File: src/positional_list_engine_macros.svh
// Assertion macros for the positional list engine.
// Used by positional_list_engine.sv; expects clk and rst_n in scope.
`ifndef POSITIONAL_LIST_ENGINE_MACROS_SVH
`define POSITIONAL_LIST_ENGINE_MACROS_SVH

// same-cycle implication, masked during reset
`define PLE_ASSERT_IMPL(lbl, ante, cons) \
  lbl: assert property (@(posedge clk) disable iff (!rst_n) (ante) |-> (cons)) \
    else $error("positional_list_engine: implication check failed");

// next-cycle implication, masked during reset
`define PLE_ASSERT_NEXT(lbl, ante, cons) \
  lbl: assert property (@(posedge clk) disable iff (!rst_n) (ante) |=> (cons)) \
    else $error("positional_list_engine: next-cycle check failed");

`endif

File: src/ple_pkg.sv
// Package for the positional list engine: sizes, opcodes, status codes,
// sequencer states and the entry store request type. No dependencies.
package ple_pkg;

  localparam int CAPACITY   = 32;
  localparam int DATA_WIDTH = 32;
  localparam int VALUE_W    = 32;
  localparam int POS_W      = 6;
  localparam int COUNT_W    = 6;
  localparam int IDX_W      = $clog2(CAPACITY);
  localparam int CNT_W      = $clog2(CAPACITY + 1);
  localparam int CMP_W      = ((CNT_W > POS_W) ? CNT_W : POS_W) + 1;

  localparam logic [CNT_W-1:0] CAP_CNT = CNT_W'(CAPACITY);

  typedef enum logic [2:0] {
    OP_INS_FRONT = 3'd0,
    OP_INS_BACK  = 3'd1,
    OP_INS_AT    = 3'd2,
    OP_DEL_FRONT = 3'd3,
    OP_DEL_BACK  = 3'd4,
    OP_DEL_AT    = 3'd5,
    OP_READ_ALL  = 3'd6,
    OP_COUNT     = 3'd7
  } op_t;

  typedef enum logic [1:0] {
    ST_OK    = 2'd0,
    ST_RANGE = 2'd1,
    ST_FULL  = 2'd2,
    ST_EMPTY = 2'd3
  } status_t;

  typedef enum logic [2:0] {
    S_IDLE,
    S_SHIFT,
    S_WRITE,
    S_SCAN,
    S_EMIT,
    S_RESP
  } state_t;

  typedef struct packed {
    logic                  we;
    logic [IDX_W-1:0]      waddr;
    logic [DATA_WIDTH-1:0] wdata;
    logic                  re;
    logic [IDX_W-1:0]      raddr;
  } mem_req_t;

endpackage

File: src/ple_store.sv
// Entry store: one write port, one registered read port.
// Depends on ple_pkg.
module ple_store (
  input  logic                            clk,
  input  ple_pkg::mem_req_t               req,
  output logic [ple_pkg::DATA_WIDTH-1:0]  rdata
);
  import ple_pkg::*;

  logic [DATA_WIDTH-1:0] mem_r [CAPACITY];
  logic [DATA_WIDTH-1:0] rdata_r;

  always_ff @(posedge clk) begin
    if (req.we) begin
      mem_r[req.waddr] <= req.wdata;
    end
    if (req.re) begin
      rdata_r <= mem_r[req.raddr];
    end
  end

  assign rdata = rdata_r;

endmodule

File: src/positional_list_engine.sv
// Positional list engine top level: sequencer, occupancy and result register.
// Depends on ple_pkg, ple_store and positional_list_engine_macros.svh.
//
// Usage: one command word on in_* (op, value, position) is taken when
// in_valid and in_ready are high. in_ready is high only while the
// sequencer is idle; one command is worked on at a time.
// Results leave on out_* with valid/ready through a single output register.
// Inserts and deletes move stored entries through the store, one move at a
// time (registered read in S_SHIFT, then write in S_WRITE); a command moves
// m entries, m being at most CAPACITY-1, and then offers its result from
// S_RESP. Failed commands, count and an empty read_all go straight to
// S_RESP, which offers the result once the output register is free.
// read_all gives one result word per entry, read in S_SCAN and loaded in
// S_EMIT, with out_last on the final one.
// in_ready returns in the cycle the final result word is offered.
// A stalled receiver holds the output register; the sequencer waits on it
// and nothing is lost. The next command may be taken while the last result
// word still waits.
// Reset (rst_n low, synchronous) empties the list; stored words are not
// cleared and need no clearing pass. in_ready rises as soon as rst_n is high.
`include "positional_list_engine_macros.svh"

module positional_list_engine (
  input  logic                               clk,
  input  logic                               rst_n,
  input  logic                               in_valid,
  output logic                               in_ready,
  input  logic [2:0]                         in_op,
  input  logic signed [ple_pkg::VALUE_W-1:0] in_value,
  input  logic [ple_pkg::POS_W-1:0]          in_position,
  output logic                               out_valid,
  input  logic                               out_ready,
  output logic signed [ple_pkg::VALUE_W-1:0] out_entry_data,
  output logic                               out_has_data,
  output logic                               out_last,
  output logic [ple_pkg::COUNT_W-1:0]        out_entry_count,
  output logic [1:0]                         out_status
);
  import ple_pkg::*;

  state_t                state_r, state_nxt;
  logic [CNT_W-1:0]      occ_r, occ_nxt;
  logic [CNT_W-1:0]      ptr_r, ptr_nxt;
  logic [CNT_W-1:0]      idx_r, idx_nxt;
  logic                  ins_r, ins_nxt;
  logic [DATA_WIDTH-1:0] word_r, word_nxt;
  status_t               status_r, status_nxt;

  logic                  out_valid_r, out_valid_nxt;
  logic [VALUE_W-1:0]    out_data_r, out_data_nxt;
  logic                  out_has_data_r, out_has_data_nxt;
  logic                  out_last_r, out_last_nxt;
  logic [COUNT_W-1:0]    out_count_r, out_count_nxt;
  status_t               out_status_r, out_status_nxt;

  mem_req_t              req;
  logic [DATA_WIDTH-1:0] rdata;

  ple_store u_store (
    .clk   (clk),
    .req   (req),
    .rdata (rdata)
  );

  // decode
  op_t                           op_in;
  logic [CMP_W-1:0]              pos_ext, occ_ext, pos_m1;
  logic                          full, empty, pos_zero;
  logic [CNT_W-1:0]              occ_inc, occ_dec, ptr_inc, ptr_dec;
  status_t                       dec_status;
  logic [CNT_W-1:0]              dec_idx, dec_ptr;
  logic                          dec_ins;
  state_t                        dec_next;
  logic                          shift_more, out_free, emit_last;
  logic [DATA_WIDTH+VALUE_W-1:0] val_pad, rd_pad;
  logic [CNT_W+COUNT_W-1:0]      cnt_pad;

  assign op_in    = op_t'(in_op);
  assign pos_ext  = {{(CMP_W-POS_W){1'b0}}, in_position};
  assign occ_ext  = {{(CMP_W-CNT_W){1'b0}}, occ_r};
  assign pos_m1   = pos_ext - CMP_W'(1);
  assign full     = (occ_r == CAP_CNT);
  assign empty    = (occ_r == '0);
  assign pos_zero = (in_position == '0);
  assign occ_inc  = occ_r + CNT_W'(1);
  assign occ_dec  = occ_r - CNT_W'(1);
  assign ptr_inc  = ptr_r + CNT_W'(1);
  assign ptr_dec  = ptr_r - CNT_W'(1);
  assign val_pad  = {{DATA_WIDTH{1'b0}}, in_value};
  assign rd_pad   = {{VALUE_W{1'b0}}, rdata};
  assign cnt_pad  = {{COUNT_W{1'b0}}, occ_r};

  assign shift_more = ins_r ? (ptr_r > idx_r) : (ptr_inc < occ_r);
  assign out_free   = !out_valid_r || out_ready;
  assign emit_last  = (ptr_inc == occ_r);

  always_comb begin
    dec_status = ST_OK;
    dec_idx    = '0;
    dec_ins    = 1'b0;
    dec_next   = S_RESP;
    case (op_in)
      OP_INS_FRONT, OP_INS_BACK: begin
        if (full) begin
          dec_status = ST_FULL;
        end else begin
          dec_ins  = 1'b1;
          dec_idx  = (op_in == OP_INS_FRONT) ? '0 : occ_r;
          dec_next = S_SHIFT;
        end
      end
      OP_INS_AT: begin
        if (full) begin
          dec_status = ST_FULL;
        end else if (pos_zero || (pos_ext > (occ_ext + CMP_W'(1)))) begin
          dec_status = ST_RANGE;
        end else begin
          dec_ins  = 1'b1;
          dec_idx  = pos_m1[CNT_W-1:0];
          dec_next = S_SHIFT;
        end
      end
      OP_DEL_FRONT, OP_DEL_BACK: begin
        if (empty) begin
          dec_status = ST_EMPTY;
        end else begin
          dec_idx  = (op_in == OP_DEL_FRONT) ? '0 : occ_dec;
          dec_next = S_SHIFT;
        end
      end
      OP_DEL_AT: begin
        if (empty) begin
          dec_status = ST_EMPTY;
        end else if (pos_zero || (pos_ext > occ_ext)) begin
          dec_status = ST_RANGE;
        end else begin
          dec_idx  = pos_m1[CNT_W-1:0];
          dec_next = S_SHIFT;
        end
      end
      OP_READ_ALL: begin
        if (!empty) begin
          dec_next = S_SCAN;
        end
      end
      OP_COUNT: begin
        dec_next = S_RESP;
      end
      default: begin
        dec_next = S_RESP;
      end
    endcase
    dec_ptr = dec_ins ? occ_r : dec_idx;
  end

  // next state
  always_comb begin
    state_nxt = state_r;
    case (state_r)
      S_IDLE: begin
        if (in_valid) begin
          state_nxt = dec_next;
        end
      end
      S_SHIFT: state_nxt = shift_more ? S_WRITE : S_RESP;
      S_WRITE: state_nxt = S_SHIFT;
      S_SCAN: begin
        if (out_free) begin
          state_nxt = S_EMIT;
        end
      end
      S_EMIT:  state_nxt = emit_last ? S_IDLE : S_SCAN;
      S_RESP: begin
        if (out_free) begin
          state_nxt = S_IDLE;
        end
      end
      default: state_nxt = S_IDLE;
    endcase
  end

  // datapath and result register
  always_comb begin
    occ_nxt          = occ_r;
    ptr_nxt          = ptr_r;
    idx_nxt          = idx_r;
    ins_nxt          = ins_r;
    word_nxt         = word_r;
    status_nxt       = status_r;
    out_valid_nxt    = out_valid_r;
    out_data_nxt     = out_data_r;
    out_has_data_nxt = out_has_data_r;
    out_last_nxt     = out_last_r;
    out_count_nxt    = out_count_r;
    out_status_nxt   = out_status_r;
    req              = '0;

    if (out_valid_r && out_ready) begin
      out_valid_nxt = 1'b0;
    end

    case (state_r)
      S_IDLE: begin
        if (in_valid) begin
          status_nxt = dec_status;
          idx_nxt    = dec_idx;
          ins_nxt    = dec_ins;
          ptr_nxt    = dec_ptr;
          word_nxt   = val_pad[DATA_WIDTH-1:0];
        end
      end
      S_SHIFT: begin
        if (shift_more) begin
          req.re    = 1'b1;
          req.raddr = ins_r ? ptr_dec[IDX_W-1:0] : ptr_inc[IDX_W-1:0];
        end else if (ins_r) begin
          req.we    = 1'b1;
          req.waddr = idx_r[IDX_W-1:0];
          req.wdata = word_r;
          occ_nxt   = occ_inc;
        end else begin
          occ_nxt   = occ_dec;
        end
      end
      S_WRITE: begin
        req.we    = 1'b1;
        req.waddr = ptr_r[IDX_W-1:0];
        req.wdata = rdata;
        ptr_nxt   = ins_r ? ptr_dec : ptr_inc;
      end
      S_SCAN: begin
        if (out_free) begin
          req.re    = 1'b1;
          req.raddr = ptr_r[IDX_W-1:0];
        end
      end
      S_EMIT: begin
        // slot was freed in the scan cycle
        out_valid_nxt    = 1'b1;
        out_data_nxt     = rd_pad[VALUE_W-1:0];
        out_has_data_nxt = 1'b1;
        out_last_nxt     = emit_last;
        out_count_nxt    = cnt_pad[COUNT_W-1:0];
        out_status_nxt   = ST_OK;
        ptr_nxt          = ptr_inc;
      end
      S_RESP: begin
        if (out_free) begin
          out_valid_nxt    = 1'b1;
          out_data_nxt     = '0;
          out_has_data_nxt = 1'b0;
          out_last_nxt     = 1'b1;
          out_count_nxt    = cnt_pad[COUNT_W-1:0];
          out_status_nxt   = status_r;
        end
      end
      default: begin
        req = '0;
      end
    endcase
  end

  always_ff @(posedge clk) begin
    if (!rst_n) begin
      state_r     <= S_IDLE;
      occ_r       <= '0;
      out_valid_r <= 1'b0;
    end else begin
      state_r     <= state_nxt;
      occ_r       <= occ_nxt;
      out_valid_r <= out_valid_nxt;
    end
  end

  always_ff @(posedge clk) begin
    ptr_r          <= ptr_nxt;
    idx_r          <= idx_nxt;
    ins_r          <= ins_nxt;
    word_r         <= word_nxt;
    status_r       <= status_nxt;
    out_data_r     <= out_data_nxt;
    out_has_data_r <= out_has_data_nxt;
    out_last_r     <= out_last_nxt;
    out_count_r    <= out_count_nxt;
    out_status_r   <= out_status_nxt;
  end

  assign in_ready        = rst_n && (state_r == S_IDLE);
  assign out_valid       = out_valid_r;
  assign out_entry_data  = out_data_r;
  assign out_has_data    = out_has_data_r;
  assign out_last        = out_last_r;
  assign out_entry_count = out_count_r;
  assign out_status      = out_status_r;

  `PLE_ASSERT_IMPL(a_occ_bound, 1'b1, occ_r <= CAP_CNT)
  `PLE_ASSERT_IMPL(a_data_ok, out_valid_r && out_has_data_r, out_status_r == ST_OK)
  `PLE_ASSERT_IMPL(a_nonlast_data, out_valid_r && !out_last_r, out_has_data_r)
  `PLE_ASSERT_NEXT(a_emit_valid, state_r == S_EMIT, out_valid_r)

endmodule

File: config.mk
export PLATFORM = sky130hd
export DESIGN_NAME = positional_list_engine
export DESIGN_NICKNAME = d
export VERILOG_FILES = /design/src/ple_pkg.sv /design/src/ple_store.sv /design/src/positional_list_engine.sv
export VERILOG_INCLUDE_DIRS = /design/src /design/src/src
export SDC_FILE = /design/constraint.sdc
export NUM_CORES = 2
export LEC_CHECK = 0
export BUFFER_PORTS_ARGS = -buffer_cell sky130_fd_sc_hd__buf_2
export CORE_MARGIN = 2
export CORE_UTILIZATION = 67
export CTS_CLUSTER_DIAMETER = 80
export DETAILED_ROUTE_END_ITERATION = 8
export PLACE_DENSITY = 0.92
export SETUP_SLACK_MARGIN = 0.4
export SLEW_MARGIN = 5
export SYNTH_ARGS = -nofsm -noshare
export SYNTH_HDL_FRONTEND = slang
export SYNTH_HIERARCHICAL = 1
export SYNTH_SLANG_ARGS = --single-unit
export TNS_END_PERCENT = 5
File: constraint.sdc
create_clock -name clk -period 11.5 [get_ports clk]
set_clock_uncertainty 0.2 [all_clocks]
set_input_delay 2.875 -clock clk [delete_from_list [all_inputs] [get_ports clk]]
set_output_delay 2.875 -clock clk [all_outputs]
set_load 0.02 [all_outputs]
==> results_dict.tcl <==
set metrics [dict create \
    path_cells "ha_1 > nand3_1 > xnor2_1 > ha_1 > a21o_1 > a2111oi_1 > buf_4 > o21ai_0 > o21ai_0 > and2_4 > buf_4 > a22o_1 > nor3_1 > a31oi_1 > nand3_1" \
    ys.warnings.count 6 \
    crit_fanout 67 \
    crit_family "compound AO/OA/AOI/OAI gates" \
    synth_area_leaders "edfxtp_1, mux2i_1, a22o_1" \
    setup_viol_count_final 0 \
    clk_latency_ns 0.67 \
    dieArea_mm2 0.07161 \
    cts-root-buf "clkbuf_16" \
    netlist.area_leader.share 0.7385 \
    async_reset_ff_frac 0 \
    area_growth_pct 10.59 \
    grt_max_degree 148 \
    postCtsHoldBufs 0 \
    worstSetupStartpoint "ptr_r[1]" \
    crit_type "flip-flop to flip-flop" \
    synth.ff_latch_count 1155 \
    p_per_area_mw_per_mm2 250.2 \
    cellLeakagePower_nw 16.35 \
    synth_cells 2783 \
    synth_area_mm2 0.04656 \
    cts_sinks 1155 \
    num_vias 28280 \
    wl_um 127900 \
    placed_area_mm2 0.04804 \
    hold_class "flip-flop to flip-flop" \
    worstSetupEndpointType "flip-flop" \
    cp-endpoint "u_store/rdata[3]" \
    final_area_mm2 0.05149 \
    start_kind "flip-flop" \
    crit_path_max_incr_delay_ns 0.86 \
    final_nets 2949 \
    syn_nets 2858 \
    max-vdd-ir-drop_uv 180.0 \
    cts_resized 0 \
    synth.avg_cell_area_um2 16.73 \
    arrival_ns 6.92 \
    drc 0 \
    ioPinCount 89 \
    synthDistinctLibCells 63 \
    status "completed" \
    slew_headroom 0.1845 \
    drive_gt1_frac 0.1206 \
    period_share 0.5856 \
    path_depth 15 \
    grt_util_all_layers 0.3558 \
    core_mm2 0.06871 \
    path_buf_inv 2 \
    wire_per_inst_um 32.89 \
    hold_start "u_store/rdata[5]" \
    final.setup.tns_ns 0 \
    numCtsBuffers 104 \
    fmax_mhz 148.5 \
    hold_viol_final 0 \
    regToRegEndpoint "u_store/rdata[3]" \
    ctsHtreeMaxLevel 3 \
    io_buffers 88 \
    dp_hpwl_um 61470 \
    clock_path_buffers 3 \
    ant_nets 0 \
    required_ns 11.68 \
    cts.reportedPaths.clkPinSlew_ns 0.07 \
    globalplace.congestion 0.8837 \
    cts_tree "built" \
    whs_ns 0.3626 \
    r2r_start "ptr_r[1]" \
    grt_pass1_vias 27880 \
    r2r_slack_ns 4.77 \
    n_antenna_cell 0 \
    synth_top_area_cell "edfxtp_1" \
    worstRegToRegCells 15 \
    synth_edf_count 1145 \
    worstMarginPinSlew_ns 1.223 \
    grt-ovfl-total 0 \
    drt_iter0_drc 4695 \
    rsz0062_at_grt "false" \
    yosysSeqAreaShare 0.7428 \
    dr.pass1.iters 6 \
    die_h_um 267.6 \
    grt_pass1_wl_um 182600 \
    cts_setup_buffers 0 \
    layout_min_cycle_time_ns 6.734 \
    maxSlewViolCount 0 \
    power_w 0.01288 \
    num_rows 96 \
    antenna_found_initial 5 \
    synth_top_flop_cell "edfxtp_1" \
    viasPerCell 7.270 \
    max_cap_violations 0 \
    cp_slowest_cell "buf_4" \
    start_util 0.6776 \
    final_util 0.7494 \
    dieWidth_um 267.6 \
]
==> logic make-up (layout without fill, tap and decap cells) <==
group,after synthesis,after routing,share of synthesized area
simple gates,446,446,0.04738
flops,1155,1155,0.7428
compound gates,429,429,0.06437
mux,521,521,0.1120
xor+xnor,18,18,0.003386
buf+inv,184,360,0.02196
fa+ha+maj,30,30,0.008063
==> worst min path at each step <==
stage / cells past startpoint / slack, ns / to
after detailed placement: 1 / 0.34 / out_entry_data[12]
after floorplan: 0 / 0.23 / out_entry_count[3]
after global routing: 1 / 0.40 / out_entry_data[5]
after CTS: 1 / 0.37 / out_entry_data[5]
final: 1 / 0.36 / out_entry_data[5]
after global placement: 1 / 0.33 / out_entry_data[12]
==> metrics by stage <==
step	std cells	setup slack (ns)
3_5_place_dp	3699	4.750
3_3_place_gp	3699	4.925
2_1_floorplan	2783	4.784
5_1_grt	3890	4.572
4_1_cts	3890	4.971
6_report	3890	4.766
==> worst register-to-register path, cell delays in order, from the launching register on <==
cell and delay (ns):
edfxtp_1 0.63, ha_1 0.35, nand3_1 0.12, xnor2_1 0.28
ha_1 0.30, a21o_1 0.19, a2111oi_1 0.39, buf_4 0.26
o21ai_0 0.39, o21ai_0 0.80, and2_4 0.67, buf_4 0.89
a22o_1 0.35, nor3_1 0.07, a31oi_1 0.43, nand3_1 0.16
==> placed cells by master, fill, tap and decap left out, types with 35 or more instances in the layout <==
| cell | n |
|---|---|
| clkbuf_16 | 107 |
| nor3_1 | 44 |
| buf_4 | 49 |
| buf_2 | 88 |
| a22oi_1 | 100 |
| nand3_1 | 113 |
| a21oi_1 | 114 |
| nand2_1 | 134 |
| a22o_1 | 101 |
| mux2i_1 | 521 |
| a31oi_1 | 35 |
| edfxtp_1 | 1145 |
==> synth_stat cells, drive strengths merged (37+ instances only) <==
cell / count
mux2i: 521
nor3: 46
clkbuf: 61
a22oi: 100
buf: 97
nand2: 134
a22o: 101
nor2: 52
and2: 37
edfxtp: 1145
nand3: 113
a21oi: 116
==> sequential cells by signal, summed over array words and instances (netlist names) <==
| name | flops |
|---|---|
| out_status | 2 |
| out_valid | 1 |
| status_r | 2 |
| idx_r | 6 |
| ptr_r | 6 |
| word_r | 32 |
| occ_r | 6 |
| u_store/rdata | 32 |
| out_entry_count | 6 |
| state_r | 3 |
| u_store/mem_r | 1024 |
| ins_r | 1 |
| out_has_data | 1 |
| out_entry_data | 32 |
| out_last | 1 |
==> power by group <==
group | internal, W | switching, W
logic | 0.00122 | 0.00252
registers | 0.00539 | 0.000219
clock network | 0.00201 | 0.00153
==> area by class of cell <==
type	instances	area [um^2]
clock buffers	119	2723
fillers	3398	17220
well taps	931	1165
multi-input cells	1444	11270
repair buffers	143	928.4
clock inverters	72	720.7
flip-flops and latches	1155	34580
inverters	26	97.59
==> metal layers <==
| metal | share of wire | up-vias | wire length [um] | track usage |
|---|---|---|---|---|
| met2 | 0.46 | 2863 | 59290 | 0.5542 |
| met5 | 0.00019 | - | 24 | 0 |
| met3 | 0.15 | 676 | 18630 | 0.08946 |
| met1 | 0.32 | 13580 | 40570 | 0.4482 |
| li1 | - | 11160 | - | - |
| met4 | 0.074 | 4 | 9413 | 0.2327 |
Power figures use the tool's default switching activity.
